**config.mk**
```make
export PLATFORM = sky130hd
export DESIGN_NAME = ipid_err
export DESIGN_NICKNAME = d
export VERILOG_FILES = /design/src/hw/rtl/ipid_pkg.sv /design/src/hw/rtl/ipid_err.sv
export SDC_FILE = /design/constraint.sdc
export NUM_CORES = 1
export LEC_CHECK = 0
export ABC_CLOCK_PERIOD_IN_PS = 4200
export BUFFER_PORTS_ARGS = -buffer_cell sky130_fd_sc_hd__buf_2
export CORE_MARGIN = 3
export CORE_UTILIZATION = 50
export CTS_CLUSTER_DIAMETER = 100
export DETAILED_ROUTE_END_ITERATION = 6
export MAX_ROUTING_LAYER = met4
export PLACE_DENSITY = 0.83
export SYNTH_ARGS = -nofsm -noshare
export SYNTH_HDL_FRONTEND = slang
export SYNTH_SLANG_ARGS = --single-unit
```
**constraint.sdc**
```tcl
create_clock -name clock -period 4.2 [get_ports clock]
set_clock_uncertainty 0.1 [all_clocks]
set_input_delay 0.21 -clock clock [delete_from_list [all_inputs] [get_ports clock]]
set_output_delay 0.21 -clock clock [all_outputs]
set_load 0.03 [all_outputs]
```
**src/hw/rtl/ipid_pkg.sv**
```systemverilog
// Shared types, register indexes and constants of the incremental PID regulator.
package ipid_pkg;

   localparam int unsigned DataWidth = 32;
   localparam int unsigned ProdWidth = 2 * DataWidth;
   localparam int unsigned FracBits  = 16;
   localparam int unsigned SumWidth  = ProdWidth + 2;
   localparam int unsigned DeltaWidth = SumWidth - FracBits;
   localparam int unsigned AccWidth  = DeltaWidth + 1;

   localparam logic signed [DataWidth-1:0] SetpointReset  = 32'sd0;
   localparam logic signed [DataWidth-1:0] CoefNowReset   = 32'sd17039;
   localparam logic signed [DataWidth-1:0] CoefPrevReset  = 32'sd5243;
   localparam logic signed [DataWidth-1:0] CoefPrev2Reset = 32'sd10486;

   localparam logic signed [DataWidth-1:0] DataMax = {1'b0, {(DataWidth-1){1'b1}}};
   localparam logic signed [DataWidth-1:0] DataMin = {1'b1, {(DataWidth-1){1'b0}}};

   typedef enum logic [1:0] {
      CSR_SETPOINT   = 2'd0,
      CSR_COEF_NOW   = 2'd1,
      CSR_COEF_PREV  = 2'd2,
      CSR_COEF_PREV2 = 2'd3
   } csr_index_type;

   typedef struct packed {
      logic signed [DataWidth-1:0] measured_value;
      logic                        start_run;
   } req_type;

   typedef struct packed {
      logic signed [DataWidth-1:0] drive_value;
      logic signed [DataWidth-1:0] error_value;
      logic                        saturated;
   } rsp_type;

   typedef struct packed {
      logic signed [DataWidth-1:0] err;
      logic signed [DataWidth-1:0] err_one;
      logic signed [DataWidth-1:0] err_two;
      logic                        start;
      logic                        clip;
   } err_type;

   typedef struct packed {
      logic signed [ProdWidth-1:0] prod_now;
      logic signed [ProdWidth-1:0] prod_prev;
      logic signed [ProdWidth-1:0] prod_prev2;
      logic signed [DataWidth-1:0] err;
      logic                        start;
      logic                        clip;
   } prod_type;

   typedef struct packed {
      logic signed [DeltaWidth-1:0] delta;
      logic signed [DataWidth-1:0]  err;
      logic                         start;
      logic                         clip;
   } delta_type;

   typedef struct packed {
      logic signed [DataWidth-1:0] coef_now;
      logic signed [DataWidth-1:0] coef_prev;
      logic signed [DataWidth-1:0] coef_prev2;
   } coef_type;

endpackage

```
**src/hw/rtl/ipid_err.sv**
```systemverilog
// Input register, saturating error and error delay line.
module ipid_err (
   input  logic                                    clock,
   input  logic                                    reset,
   input  logic                                    req_valid,
   output logic                                    req_ready,
   input  ipid_pkg::req_type                       req_data,
   input  logic signed [ipid_pkg::DataWidth-1:0]   setpoint,
   output logic                                    err_valid,
   input  logic                                    err_ready,
   output ipid_pkg::err_type                       err_data
);

   logic                                  in_valid_ff;
   ipid_pkg::req_type                     in_ff;
   logic                                  err_valid_ff;
   ipid_pkg::err_type                     err_ff;
   ipid_pkg::err_type                     err_in;
   logic signed [ipid_pkg::DataWidth-1:0] dly_one_ff;
   logic signed [ipid_pkg::DataWidth-1:0] dly_two_ff;
   logic signed [ipid_pkg::DataWidth:0]   diff;
   logic                                  in_ready;
   logic                                  move;

   assign in_ready  = !err_valid_ff || err_ready;
   assign move      = in_valid_ff && in_ready;
   assign req_ready = !in_valid_ff || in_ready;

   always_comb begin
      diff = {setpoint[ipid_pkg::DataWidth-1], setpoint}
           - {in_ff.measured_value[ipid_pkg::DataWidth-1], in_ff.measured_value};
      err_in.start = in_ff.start_run;
      err_in.clip  = (diff[ipid_pkg::DataWidth] != diff[ipid_pkg::DataWidth-1]);
      if (!err_in.clip) begin
         err_in.err = diff[ipid_pkg::DataWidth-1:0];
      end else if (diff[ipid_pkg::DataWidth]) begin
         err_in.err = ipid_pkg::DataMin;
      end else begin
         err_in.err = ipid_pkg::DataMax;
      end
      err_in.err_one = in_ff.start_run ? '0 : dly_one_ff;
      err_in.err_two = in_ff.start_run ? '0 : dly_two_ff;
   end

   always_ff @(posedge clock) begin
      if (reset) begin
         in_valid_ff <= 1'b0;
      end else if (req_valid && req_ready) begin
         in_valid_ff <= 1'b1;
      end else if (in_ready) begin
         in_valid_ff <= 1'b0;
      end
      if (req_valid && req_ready) begin
         in_ff <= req_data;
      end
   end

   always_ff @(posedge clock) begin
      if (reset) begin
         err_valid_ff <= 1'b0;
         dly_one_ff   <= '0;
         dly_two_ff   <= '0;
      end else begin
         if (move) begin
            err_valid_ff <= 1'b1;
            dly_one_ff   <= err_in.err;
            dly_two_ff   <= err_in.err_one;
         end else if (err_ready) begin
            err_valid_ff <= 1'b0;
         end
      end
      if (move) begin
         err_ff <= err_in;
      end
   end

   assign err_valid = err_valid_ff;
   assign err_data  = err_ff;

`ifndef SYNTHESIS
   a_delay_tracks_error: assert property (@(posedge clock) disable iff (reset)
      move |=> (dly_one_ff == err_ff.err) && (dly_two_ff == err_ff.err_one))
      else $error("error delay line out of step with error stage");
   a_start_clears_history: assert property (@(posedge clock) disable iff (reset)
      (err_valid_ff && err_ff.start) |-> (err_ff.err_one == '0) && (err_ff.err_two == '0))
      else $error("start word carries stale error history");
`endif

endmodule

```
==> summary.md <==
| Metric | Value |
|---|---|
| Root cell of the clock tree | `clkbuf_16` |
| Total detailed-routing wirelength | `19.8 mm` |
| Placer's final routability congestion estimate | `0.874` |
| Dominant cell by count in the synthesized netlist | `nand2_1` |
| Netlist Area Pre-Place | `9030 sq um` |
| Number of antenna violations at the first check in global routing | `0` |
| Static Leakage | `4.45 nW` |
| Global-route congestion overflow total | `0` |
| Period utilisation layout | `0.886` |
| Clock latency of the later-clocked register in the worst-skew pair | `about 430 ps` |
| Post-Synthesis Net Count | `942` |
| GR met2 Demand/Resource | `0.331` |
| Worst hold path cell count | `4` |
| WP data required | `4270 ps` |
| Routing layer with the top usage in global route | `met2` |
| Count of flip-flops with a built-in enable after synthesis | `131` |
| First-pass GRT wire length | `31.9 mm` |
| CP max FO | `29` |
| CTS tree | `built` |
| Nature of the critical path startpoint | `register` |
| Number of buffers created by CTS | `17` |
| Most instantiated cells after synthesis | `134 x nand2_1, 131 x edfxtp_1, 70 x a21oi_1` |
| Number of H-tree branching levels | `4` |
| Total of max-cap violations | `0` |
| Global-route track usage on met1 | `0.270` |
| DR WL/cell | `15.7 microns` |
| Total via count in the routed design | `6568` |
| Worst VDD drop | `0.299 mV` |
| Worst slew slack as a fraction of its limit | `0.120` |
| Placed cell area | `10000 sq um` |
| Initial DRC count | `327` |
| Classification of the worst setup path | `reg2reg` |
| Timing-limited maximum frequency | `about 0.27 GHz` |
| #FFs+latches synth | `197` |
| Number of buffers on the longest clock path | `2` |
| Cell type with the largest total area after synthesis | `edfxtp_1` |
| Synthesis Warnings | `0` |
| Initial Utilization | `0.517` |
| Arr. time, crit path | `approximately 3800 ps` |
| Diodes inserted | `0` |
| Period minus WS final | `3720 ps` |
| Total number of nets in the final design | `1127` |
| Clock Pin Slew Worst Setup and Hold Paths | `70 ps` |
| I/O Pins | `169` |
| # fillers | `1429` |
| Final setup violation count | `0` |
| Post-synth ARST share | `0` |
| Core footprint | `about 17000 sq um` |
| Final Instance Area | `around 11000 sq um` |
| Floorplan die area | `19700 sq um` |
| Met3 Usage GRT | `0.0423` |
| Port bufs | `168` |
| Global-route usage over all layers | `0.208` |
| Cell count after synthesis | `840` |
| Site row count | `48` |
| Fraction of synthesized cell area taken by the top area cell type | `0.435` |
| Result of the run | `complete, no violations` |
| Die Span Y | `between 100 and 150 microns` |
| Hold Violations, Final | `0` |
| Share of the yosys chip area belonging to registers | `0.582` |
| Via density per instance | `approximately 5.2` |
| First-pass detailed-route iteration total | `5` |
| Pins over their slew limit | `0` |
| Number of cells on the worst reg-to-reg path | `11` |
| Area added between synthesis and finish | `21.3%` |
| Distinct cells, synth | `64` |
| DPL Wire Length | `between 10 and 15 mm` |
| Die width | `140 microns` |
| Antenna violation net count after detailed routing | `0` |
| Main synth FF type | `edfxtp_1` |
| Remaining design rule violation count | `0` |
| Most area-consuming cells after synthesis | `edfxtp_1 44%, dfxtp_1 15%, nand2_1 5.6%` |
| Syn avg cell area | `roughly 11 sq um` |
| Post-CTS Repair Setup Buffers | `0` |
| Slew @ Worst Pin | `1320 ps` |
| Hold Crit Class | `in2reg` |
| Power density over cell area | `430 nW/um^2` |
| Number of global-route vias before repair | `6345` |
| Unrepaired setup endpoints after global routing | `no` |
| Critical path capture point type | `register` |
| Largest net degree at the start of global routing | `141` |
| Total negative setup slack | `0 ps` |
| Share of cells above drive strength 1 | `0.230` |
| Clock sink count | `197` |
-- sequential cells by signal, indices dropped and copies added, names as in the netlist --
signal	cells
err_data	98
dly_one_ff	32
dly_two_ff	32
in_ff	32
err_in	1
err_valid	1
in_valid_ff	1
-- power by group --
part | internal (mW) | leakage (nW) | switching [mW]
clock | 0.841 | 0.291 | 0.758
combinational | 0.302 | 2.38 | 0.564
sequential | 2.21 | 1.78 | 0.0427
-- cell families after synthesis --
group | Yosys count | synth area share
xor gates and xnor gates | 26 | 0.0252
and+or+nand+nor | 313 | 0.165
adders and majority gates | 33 | 0.0465
buffers and inverters | 87 | 0.0410
muxes | 1 | 0.00125
DFF | 197 | 0.582
AOI/OAI and AO/OA | 183 | 0.140
-- critical path, stage by stage, from the launching register on --
cell	delay [ps]
edfxtp_1	350
inv_1	50
ha_1	340
o211ai_1	120
a21oi_1	290
o21ai_1	190
a21oi_1	300
o21a_1	230
nor3_2	90
a22oi_2	1070
and2_1	270
nor2_1	50
-- area by class of cell --
class	instances	area (sq um)	share of cell area
Clock buffer	19	464	0.0424
Clock inverter	13	131	0.0120
Inverter	44	170	0.0155
Multi-Input combinational cell	556	3420	0.312
Sequential cell	197	5260	0.480
Tap cell	225	282	0.0257
Timing Repair Buffer	209	1240	0.113
-- per-layer routing --
metal / wire [microns] / up-vias / part of all wire
met5: 0 / - / 0
met4: 299 / 0 / 0.015
met3: 1090 / 26 / 0.055
met1: 8850 / 3032 / 0.45
li1: - / 3297 / -
met2: 9570 / 213 / 0.48
-- final timing paths --
path	start	endpoint	slack (ps)
worst min register to register	dly_two_ff[19]	dly_two_ff[19]	350
worst max register to register	in_ff[3]	err_data[67]	480
worst max-delay path	in_ff[3]	err_data[67]	480
worst min-delay path	setpoint[0]	err_data[66]	210
-- cells in the final DEF (no fill, tap or decap), types with 4 or more instances in the layout --
master / Yosys / routed
inv_1: 44 / 43
o21ai_0: 24 / 24
dlygate4sd3_1: 0 / 35
nor2_1: 62 / 62
xnor2_1: 17 / 17
ha_1: 32 / 32
nor3_1: 11 / 11
o21ai_1: 5 / 5
a211oi_1: 11 / 11
a211oi_2: 11 / 11
and2_1: 6 / 6
xor2_1: 9 / 9
o21bai_1: 4 / 4
dfxtp_1: 66 / 66
nand2_1: 134 / 134
o21a_1: 10 / 10
nor2b_1: 65 / 65
clkbuf_16: 0 / 18
a21o_1: 13 / 13
o32ai_1: 4 / 4
nand4_1: 7 / 7
nand2b_1: 10 / 9
buf_4: 3 / 6
a21oi_1: 70 / 70
inv_6: 0 / 5
edfxtp_1: 131 / 131
o21ai_2: 5 / 5
buf_2: 7 / 168
-- timing repair --
| item | in CTS | in global routing |
|---|---|---|
| hold buffers | 35 | 0 |
| endpoints found under the hold margin | 35 | 0 |
| resized for setup | 0 | 0 |
| setup endpoints to repair | 0 | 0 |
-- per-stage QoR --
stage / total power, mW / instances / hold WS (ps) / util / setup WS, ps
2_1_floorplan: 2.90 / 840 / 209 / - / 1030
3_3_place_gp: 3.12 / 1196 / 286 / 0.573 / 638
3_5_place_dp: 3.13 / 1196 / 288 / 0.573 / 536
4_1_cts: 4.75 / 1263 / 188 / 0.627 / 490
5_1_grt: 4.93 / 1263 / 199 / 0.627 / 114
6_report: 4.72 / 1263 / 207 / 0.627 / 478
(Power assumes the default switching activity.)
