**src/hw/rtl/ipid_pkg.sv**
```systemverilog
// Shared types, register indexes and constants of the incremental PID regulator.
package ipid_pkg;

   localparam int unsigned DataWidth = 32;
   localparam int unsigned ProdWidth = 2 * DataWidth;
   localparam int unsigned FracBits  = 16;
   localparam int unsigned SumWidth  = ProdWidth + 2;
   localparam int unsigned DeltaWidth = SumWidth - FracBits;
   localparam int unsigned AccWidth  = DeltaWidth + 1;

   localparam logic signed [DataWidth-1:0] SetpointReset  = 32'sd0;
   localparam logic signed [DataWidth-1:0] CoefNowReset   = 32'sd17039;
   localparam logic signed [DataWidth-1:0] CoefPrevReset  = 32'sd5243;
   localparam logic signed [DataWidth-1:0] CoefPrev2Reset = 32'sd10486;

   localparam logic signed [DataWidth-1:0] DataMax = {1'b0, {(DataWidth-1){1'b1}}};
   localparam logic signed [DataWidth-1:0] DataMin = {1'b1, {(DataWidth-1){1'b0}}};

   typedef enum logic [1:0] {
      CSR_SETPOINT   = 2'd0,
      CSR_COEF_NOW   = 2'd1,
      CSR_COEF_PREV  = 2'd2,
      CSR_COEF_PREV2 = 2'd3
   } csr_index_type;

   typedef struct packed {
      logic signed [DataWidth-1:0] measured_value;
      logic                        start_run;
   } req_type;

   typedef struct packed {
      logic signed [DataWidth-1:0] drive_value;
      logic signed [DataWidth-1:0] error_value;
      logic                        saturated;
   } rsp_type;

   typedef struct packed {
      logic signed [DataWidth-1:0] err;
      logic signed [DataWidth-1:0] err_one;
      logic signed [DataWidth-1:0] err_two;
      logic                        start;
      logic                        clip;
   } err_type;

   typedef struct packed {
      logic signed [ProdWidth-1:0] prod_now;
      logic signed [ProdWidth-1:0] prod_prev;
      logic signed [ProdWidth-1:0] prod_prev2;
      logic signed [DataWidth-1:0] err;
      logic                        start;
      logic                        clip;
   } prod_type;

   typedef struct packed {
      logic signed [DeltaWidth-1:0] delta;
      logic signed [DataWidth-1:0]  err;
      logic                         start;
      logic                         clip;
   } delta_type;

   typedef struct packed {
      logic signed [DataWidth-1:0] coef_now;
      logic signed [DataWidth-1:0] coef_prev;
      logic signed [DataWidth-1:0] coef_prev2;
   } coef_type;

endpackage

```
**src/hw/rtl/ipid_acc.sv**
```systemverilog
// Rounding of the product sum, drive accumulator and result register.
module ipid_acc (
   input  logic                 clock,
   input  logic                 reset,
   input  logic                 prod_valid,
   output logic                 prod_ready,
   input  ipid_pkg::prod_type   prod_data,
   output logic                 rsp_valid,
   input  logic                 rsp_ready,
   output ipid_pkg::rsp_type    rsp_data
);

   logic                                   dl_valid_ff;
   ipid_pkg::delta_type                    dl_ff;
   ipid_pkg::delta_type                    dl_in;
   logic                                   rsp_valid_ff;
   ipid_pkg::rsp_type                      rsp_ff;
   ipid_pkg::rsp_type                      rsp_in;
   logic signed [ipid_pkg::DataWidth-1:0]  drive_accum_ff;
   logic signed [ipid_pkg::DataWidth-1:0]  drive_base;
   logic signed [ipid_pkg::SumWidth-1:0]   sum;
   logic signed [ipid_pkg::AccWidth-1:0]   acc_sum;
   logic                                   drive_clip;
   logic                                   out_open;
   logic                                   dl_move;

   assign out_open   = !rsp_valid_ff || rsp_ready;
   assign dl_move    = dl_valid_ff && out_open;
   assign prod_ready = !dl_valid_ff || out_open;

   always_comb begin
      sum = ipid_pkg::SumWidth'(prod_data.prod_now)
          + ipid_pkg::SumWidth'(prod_data.prod_prev)
          + ipid_pkg::SumWidth'(prod_data.prod_prev2)
          + ipid_pkg::SumWidth'(1 << (ipid_pkg::FracBits - 1));
      dl_in.delta = sum[ipid_pkg::SumWidth-1:ipid_pkg::FracBits];
      dl_in.err   = prod_data.err;
      dl_in.start = prod_data.start;
      dl_in.clip  = prod_data.clip;
   end

   always_comb begin
      drive_base = dl_ff.start ? '0 : drive_accum_ff;
      acc_sum    = ipid_pkg::AccWidth'(drive_base) + ipid_pkg::AccWidth'(dl_ff.delta);
      drive_clip = (acc_sum[ipid_pkg::AccWidth-1:ipid_pkg::DataWidth-1] != '0)
                && (acc_sum[ipid_pkg::AccWidth-1:ipid_pkg::DataWidth-1] != '1);
      if (!drive_clip) begin
         rsp_in.drive_value = acc_sum[ipid_pkg::DataWidth-1:0];
      end else if (acc_sum[ipid_pkg::AccWidth-1]) begin
         rsp_in.drive_value = ipid_pkg::DataMin;
      end else begin
         rsp_in.drive_value = ipid_pkg::DataMax;
      end
      rsp_in.error_value = dl_ff.err;
      rsp_in.saturated   = dl_ff.clip || drive_clip;
   end

   always_ff @(posedge clock) begin
      if (reset) begin
         dl_valid_ff <= 1'b0;
      end else if (prod_valid && prod_ready) begin
         dl_valid_ff <= 1'b1;
      end else if (out_open) begin
         dl_valid_ff <= 1'b0;
      end
      if (prod_valid && prod_ready) begin
         dl_ff <= dl_in;
      end
   end

   always_ff @(posedge clock) begin
      if (reset) begin
         rsp_valid_ff   <= 1'b0;
         drive_accum_ff <= '0;
      end else if (dl_move) begin
         rsp_valid_ff   <= 1'b1;
         drive_accum_ff <= rsp_in.drive_value;
      end else if (rsp_ready) begin
         rsp_valid_ff <= 1'b0;
      end
      if (dl_move) begin
         rsp_ff <= rsp_in;
      end
   end

   assign rsp_valid = rsp_valid_ff;
   assign rsp_data  = rsp_ff;

`ifndef SYNTHESIS
   a_accum_holds_on_stall: assert property (@(posedge clock) disable iff (reset)
      (rsp_valid_ff && !rsp_ready) |=> $stable(drive_accum_ff))
      else $error("drive accumulator moved while result stalled");
   a_result_matches_accum: assert property (@(posedge clock) disable iff (reset)
      rsp_valid_ff |-> (rsp_ff.drive_value == drive_accum_ff))
      else $error("result drive differs from accumulator");
`endif

endmodule

```
**config.mk**
```make
export PLATFORM = sky130hd
export DESIGN_NAME = ipid_acc
export DESIGN_NICKNAME = d
export VERILOG_FILES = /design/src/hw/rtl/ipid_pkg.sv /design/src/hw/rtl/ipid_acc.sv
export SDC_FILE = /design/constraint.sdc
export NUM_CORES = 1
export LEC_CHECK = 0
export BUFFER_PORTS_ARGS = -buffer_cell sky130_fd_sc_hd__buf_2
export CAP_MARGIN = 20
export CORE_MARGIN = 2
export CORE_UTILIZATION = 42
export DETAILED_ROUTE_END_ITERATION = 8
export HOLD_SLACK_MARGIN = 0.02
export PLACE_DENSITY = 0.66
export SLEW_MARGIN = 20
export SYNTH_ARGS = -nofsm -noshare
export SYNTH_HDL_FRONTEND = slang
export SYNTH_SLANG_ARGS = --single-unit
```
**constraint.sdc**
```tcl
create_clock -name clock -period 5.6 [get_ports clock]
set_input_delay 1.68 -clock clock [delete_from_list [all_inputs] [get_ports clock]]
set_output_delay 1.68 -clock clock [all_outputs]
set_load 0.005 [all_outputs]
```
==> metrics, run 1 <==
Crit Path Category flop to flop; Post-synth EDFFs between 100 and 150; area delta synth->final 22.0%; power consumption 5710 uW; fmax 187 MHz; Post-Layout Inst Area 17200 um2; crit path max fanout 25; max-slew violations 0; grt ovf 0; static leakage ~0.0076 uW; Cell Area, Placed between 15000 and 20000 um2; CP peak stage delay 0.59 ns; pwr dens 331 nW/um2; register area share after synthesis 0.365; layout cells sized above 1 0.253; clock sink count around 180; top-count cell post-synth ha_1; CP required 5.86 ns; antenna-violating nets left 0; post-synth top area cell edfxtp_1; Max clock buf depth 2; mapped cell area 14100 um2; Min Hold Slack 0.417 ns; vias after detailed routing 11.6k; total track usage 0.199; Slew headroom 0.537; CTS tree built; Final Non-Filler Cells 2174; outcome complete, no violations; Synth top cells by count ha_1, edfxtp_1, a21oi_1, nor2_1, nand2_1; chip width ~190 um; TritonCTS Buffers 17; number of diodes 0; Area contributors post-synth edfxtp_1, ha_1, fa_1; Sw Pwr 2150 uW; number of global-route vias before repair about 11k; CTS Root Cell clkbuf_16; Gate Count Post-Synth 1358; DR DRC count 0; CP endpoint kind flop; I/O pin cnt 297; post-synth net total 1828; DP HPWL between 20 and 30 mm; Iter 0 DRT Violations around 660; Clock Power Share 0.213; area share of the largest cell type after synthesis 0.316; Post-Syn Area per Cell 10.4 um2; endpoints failing hold 0; # nets final 2183; worst min path class flop to flop; initial antenna violation count 0; sequential power share 0.326; Period minus WS final 5.36 ns; Initial DRT Pass Iterations 4; first-pass GRT wire length between 50 and 60 mm; slew at the pin closest to its max-slew limit 0.695 ns; Internal Power 3560 uW; Vias/cell between 5 and 6; Comb power frac 0.461; WL final 35.2 mm; CP startpoint kind flop; Hold Buf Count CTS 0; Final Core Density 0.517; drt wl/cell 16.2 um; Final period util 0.956; Initial Util 0.424; placed cells between 2k and 2.5k; Top FF cell, synth edfxtp_1; Port Buffers ~300; CP Cell Sequence buf_4 -> buf_4 -> nor2b_1 -> ha_1 -> buf_4 -> a21oi_1 -> o21ai_0 -> a211oi_1 -> nor3_1 -> nor3_1 -> a22oi_2 -> xor2_1 -> or4b_1 -> or4_1 -> or4_4 -> and2_4 -> o21ai_1; Clock transition at path regs 0.07 ns; Seq cells post-synth around 180; Max-cap violations 0; RD Place Congestion approximately 0.9; clk_skew about 0.012 ns; Peak VDD IR 0.214 mV; slowest cell on the critical path or4_4; Final Setup Violations 0; RSZ-0062 raised after global routing false; die area 35100 um2; Async SR Flop Fraction 0; largest net degree at the start of global routing 70; synth unique cells 75; CP arrival 5.62 ns; H-tree levels 4; Rows 67; Crit path top cell by count buf_4; YS warnings 0; DIE HEIGHT 187 um; Net Sw Frac 0.376; Worst-Skew Late Latency 0.43 ns; Placeable Area 33400 um2
[flip-flops by register name (all words and copies together), names as in the netlist]
name	cells
drive_accum_ff	32
rsp_data	65
dl_valid_ff	1
dl_ff	84
rsp_valid	1
[per-layer routing]
metal	part of all wire	global-route usage
met1	0.50	0.290
met2	0.44	0.313
met3	0.052	0.0289
met4	0.012	0.0439
met5	0	0
[cells by family (layout without fill, tap and decap cells)]
logic type / count (synthesis) / count (layout) / synth area share
compound gates: 392 / 392 / 0.179
simple gates: 382 / 382 / 0.134
fa+ha+maj: 240 / 240 / 0.246
flops: 183 / 183 / 0.365
xor+xnor: 81 / 81 / 0.0502
buf+inv: 77 / 445 / 0.0235
mux: 3 / 3 / 0.00221
[worst max-delay path: cells and delay by family, from the launching register on]
family | cells | cell delay, ns
XOR/XNOR | 1 | 0.33
AND/OR/NAND/NOR | 7 | 2.41
flip-flops | 1 | 0.43
buffers and inverters | 3 | 0.56
AO/OA/AOI/OAI | 5 | 1.15
adder cells (fa/ha/maj) | 1 | 0.31
[repair_timing]
| item | CTS | global route |
|---|---|---|
| endpoints found under the hold margin | 0 | 0 |
| setup endpoints to repair | 0 | 4 |
| buffers inserted | 0 | 0 |
| gates resized for setup | 0 | 2 |
[worst paths after layout]
kind	end	start	slack, ns	cells after the start
worst min register to register	rsp_data[20]$_DFFE_PP_	dl_ff[21]$_DFFE_PP_	0.42	0
worst min-delay path	rsp_data[20]$_DFFE_PP_	dl_ff[21]$_DFFE_PP_	0.42	0
worst max register to register	rsp_data[46]$_DFFE_PP_	dl_ff[1]$_DFFE_PP_	0.24	17
worst max-delay path	rsp_data[46]$_DFFE_PP_	dl_ff[1]$_DFFE_PP_	0.24	17
[power groups by stage]
| stage | sequential [uW] | combinational [uW] | clock [uW] |
|---|---|---|---|
| floorplan | 1860 | 1740 | 0 |
| global placement | 1890 | 2570 | 0 |
| detailed placement | 1890 | 2590 | 0 |
| CTS | 1860 | 2610 | 1240 |
| global route | 1880 | 2940 | 1300 |
| finish | 1860 | 2630 | 1220 |
[stage by stage]
stage	TNS (ns)	setup slack, ns
after floorplan	0	0.0802
after global placement	-0.122	-0.0471
after detailed placement	-0.394	-0.0920
after CTS	0	0.293
after global routing	0	0.00559
final	0	0.244
[area by class of cell]
cell class,instances,area [um2]
inverters,30,115
well taps,448,561
clock buffers,19,443
fillers,3095,16100
repair buffers,383,2160
clock inverters,13,159
multi-input cells,1098,8660
flip-flops and latches,183,5150
[placed cells by master, fill, tap and decap left out, drive strengths merged, types with 5 or more instances in the layout]
master,count
fa,64
clkinv,5
a21oi,107
o21a,16
ha,176
a311oi,27
buf,383
nand4,21
and2,10
a211oi,23
a31oi,16
or3,10
inv,37
nor2b,43
nand2,94
nor2,104
o211ai,14
and4,5
and3,7
clkbuf,19
nand3,25
xor2,40
nand2b,13
a31o,6
edfxtp,149
nor3,30
xnor2,41
o31ai,8
dfxtp,34
o21ai,96
a21o,41
Power figures use the tool's default switching activity.
==> run 2: changes to the inputs <==
--- a/config.mk
+++ b/config.mk
@@ -10,7 +10,9 @@
 export CORE_MARGIN = 2
 export CORE_UTILIZATION = 42
 export DETAILED_ROUTE_END_ITERATION = 8
+export GPL_ROUTABILITY_DRIVEN = 0
 export HOLD_SLACK_MARGIN = 0.02
+export MAX_ROUTING_LAYER = met4
 export PLACE_DENSITY = 0.66
 export SLEW_MARGIN = 20
 export SYNTH_ARGS = -nofsm -noshare
==> run 2 against run 1 <==
Combinational power fell by 2%. Largest cell class unchanged. Largest power group unchanged. Final cell count fell by 0.97%. Non-clock buffer count fell by 21. Flip-flop and latch count did not move. Setup slack improved by 0.087 ns. Cell area fell by 0.85%. Critical path depth rose by 1. Clock skew fell by 0.0026 ns. Sequential power barely moved.
==> metrics, run 2 (synthesized netlist as in run 1, its figures left out) <==
outcome complete, no violations; CP endpoint kind flop; CP Cell Sequence buf_2 -> fa_1 -> ha_1 -> ha_1 -> nand2_1 -> o21ai_0 -> a2bb2oi_1 -> buf_4 -> o211ai_1 -> a21o_1 -> a21o_1 -> a31oi_1 -> buf_4 -> a31oi_1 -> o311ai_1 -> a31o_2 -> a21oi_1 -> xnor2_1; chip width 187 um (unchanged); worst min path class flop to flop; I/O pin cnt 297 (unchanged); WL final 34.1 mm (-3.0%); antenna-violating nets left 0 (unchanged); pre-CTS setup slack -0.149 ns (-0.0567 ns); H-tree levels 4 (unchanged); Largest register FFs 84 (unchanged); Vias/cell 5.42 (+1.4%); most frequent cells in the layout buf_2, ha_1, edfxtp_1, a21oi_1, nor2_1; multi-input logic area 8670 um2 (+0.19%); Final Non-Filler Cells 2153 (-0.97%); placed cells 2121 (-0.98%); Clock transition at path regs 0.08 ns (about the same); Initial DRT Pass Iterations 5 (+1); largest net degree at the start of global routing 71 (+1.4%); DIE HEIGHT 187 um (unchanged); initial antenna violation count 0 (unchanged); Initial Util 0.424 (unchanged); number of diodes 0 (unchanged); Port Buffers 296 (unchanged); Max-cap violations 0 (unchanged); Sw Pwr 2150 uW (+0.14%); area delta synth->final 21.0%; Internal Power 3480 uW (-2.3%); Post-Layout Inst Area 17100 um2 (-0.85%); cell family with most CP delay compound AO/OA/AOI/OAI gates; grt ovf 0 (unchanged); Clock Power Share 0.213 (about the same); DP HPWL 27.7 mm (-4.8%); CTS Root Cell clkbuf_16; Largest Register dl_ff; Comb power frac 0.456 (-0.005); Post-CTS Setup Bufs 0 (unchanged); CP peak stage delay 0.48 ns (-0.11 ns); drt wl/cell 15.9 um (-2.0%); filler cell count 3026 (-2.2%); sequential power share 0.331 (+0.005); Max clock buf depth 2 (unchanged); TritonCTS Buffers 17 (unchanged); number of global-route vias before repair 11.2k (-1.2%); CTS tree built; vias after detailed routing 11.7k (+0.42%); layout cells sized above 1 0.246 (-0.00686); endpoints failing hold 0 (unchanged); Slew headroom 0.505 (-0.0317); clk_skew 0.00895 ns (-0.00265 ns); Critical path buffers and inverters 3 (unchanged); Iter 0 DRT Violations 712 (+7.4%); clock sink count 183 (unchanged); crit path max fanout 5 (-80%); Rows 67 (unchanged); total track usage 0.197 (-0.00131); Cell Area, Placed 16500 um2 (-0.95%); CP arrival 5.45 ns (-0.17 ns); Final period util 0.941 (-0.0155); Placeable Area 33400 um2 (unchanged); DR DRC count 0 (unchanged); static leakage 0.00745 uW (-1.5%); Register Area 5150 um2 (unchanged); Worst-Skew Late Latency 0.43 ns (about the same); slowest cell on the critical path fa_1; Net Sw Frac 0.382 (+0.00573); Final Setup Violations 0 (unchanged); Worst Slack Setup Final 0.331 ns (+0.0869 ns); max-slew violations 0 (unchanged); fmax 190 MHz (+1.6%); CP required 5.78 ns (-0.08 ns); # nets final 2162 (-0.96%); slew at the pin closest to its max-slew limit 0.743 ns (+0.0476 ns); RSZ-0062 raised after global routing false; Peak VDD IR 0.221 mV (+3.4%); die area 35100 um2 (unchanged); commonest non-fill, non-tap cell in the layout buf_2; pwr dens 329 nW/um2 (-0.52%); Crit Path Category input pin to flop; Period minus WS final 5.27 ns (-0.0869 ns); CP startpoint kind input pin; first-pass GRT wire length 55.2 mm (-2.5%)
[run 2: cell type report]
class                      count  area share
tap                          448      0.0328
timing repair buffer         362       0.117
multi-input combinational   1098       0.507
clock buffer                  18      0.0257
sequential                   183       0.301
clock inverter                14     0.00922
inverter                      30     0.00673
[run 2: per-layer routing]
metal	share of wire	up-vias	track usage
li1	-	5767	-
met1	0.49	5409	0.282
met2	0.43	445	0.299
met3	0.065	40	0.0229
met4	0.017	0	0.0521
met5	0	-	-
[run 2: power by group through the flow]
stage / clock network, uW / registers (uW) / logic [uW]
after floorplan: 0 / 1860 / 1740
final: 1200 / 1860 / 2570
after detailed placement: 0 / 1890 / 2520
after CTS: 1220 / 1860 / 2540
after global placement: 0 / 1890 / 2480
after global routing: 1270 / 1880 / 2880
[run 2: path summary, 6_finish.rpt]
check                      from                      to  slack (ns)  depth (start not counted)
min          dl_ff[2]$_DFFE_PP_   rsp_data[1]$_DFFE_PP_        0.42                          0
max               prod_data[48]     dl_ff[78]$_DFFE_PP_        0.33                         18
min reg2reg  dl_ff[2]$_DFFE_PP_   rsp_data[1]$_DFFE_PP_        0.42                          0
max reg2reg  dl_ff[1]$_DFFE_PP_  rsp_data[59]$_DFFE_PP_        0.38                         17
[run 2: repair_timing]
item	in CTS	in global routing
hold buffers	0	0
resized for setup	0	5
endpoints found under the setup margin	0	57
[run 2: stage by stage]
| stage | utilization | power [uW] | TNS [ns] | hold WS [ns] |
|---|---|---|---|---|
| 2_1_floorplan | - | 3600 | 0 | 0.400 |
| 3_3_place_gp | 0.494 | 4370 | -0.0587 | 0.401 |
| 3_5_place_dp | 0.494 | 4410 | -0.615 | 0.405 |
| 4_1_cts | 0.512 | 5630 | 0 | 0.421 |
| 5_1_grt | 0.513 | 6040 | 0 | 0.427 |
| 6_report | 0.513 | 5630 | 0 | 0.420 |
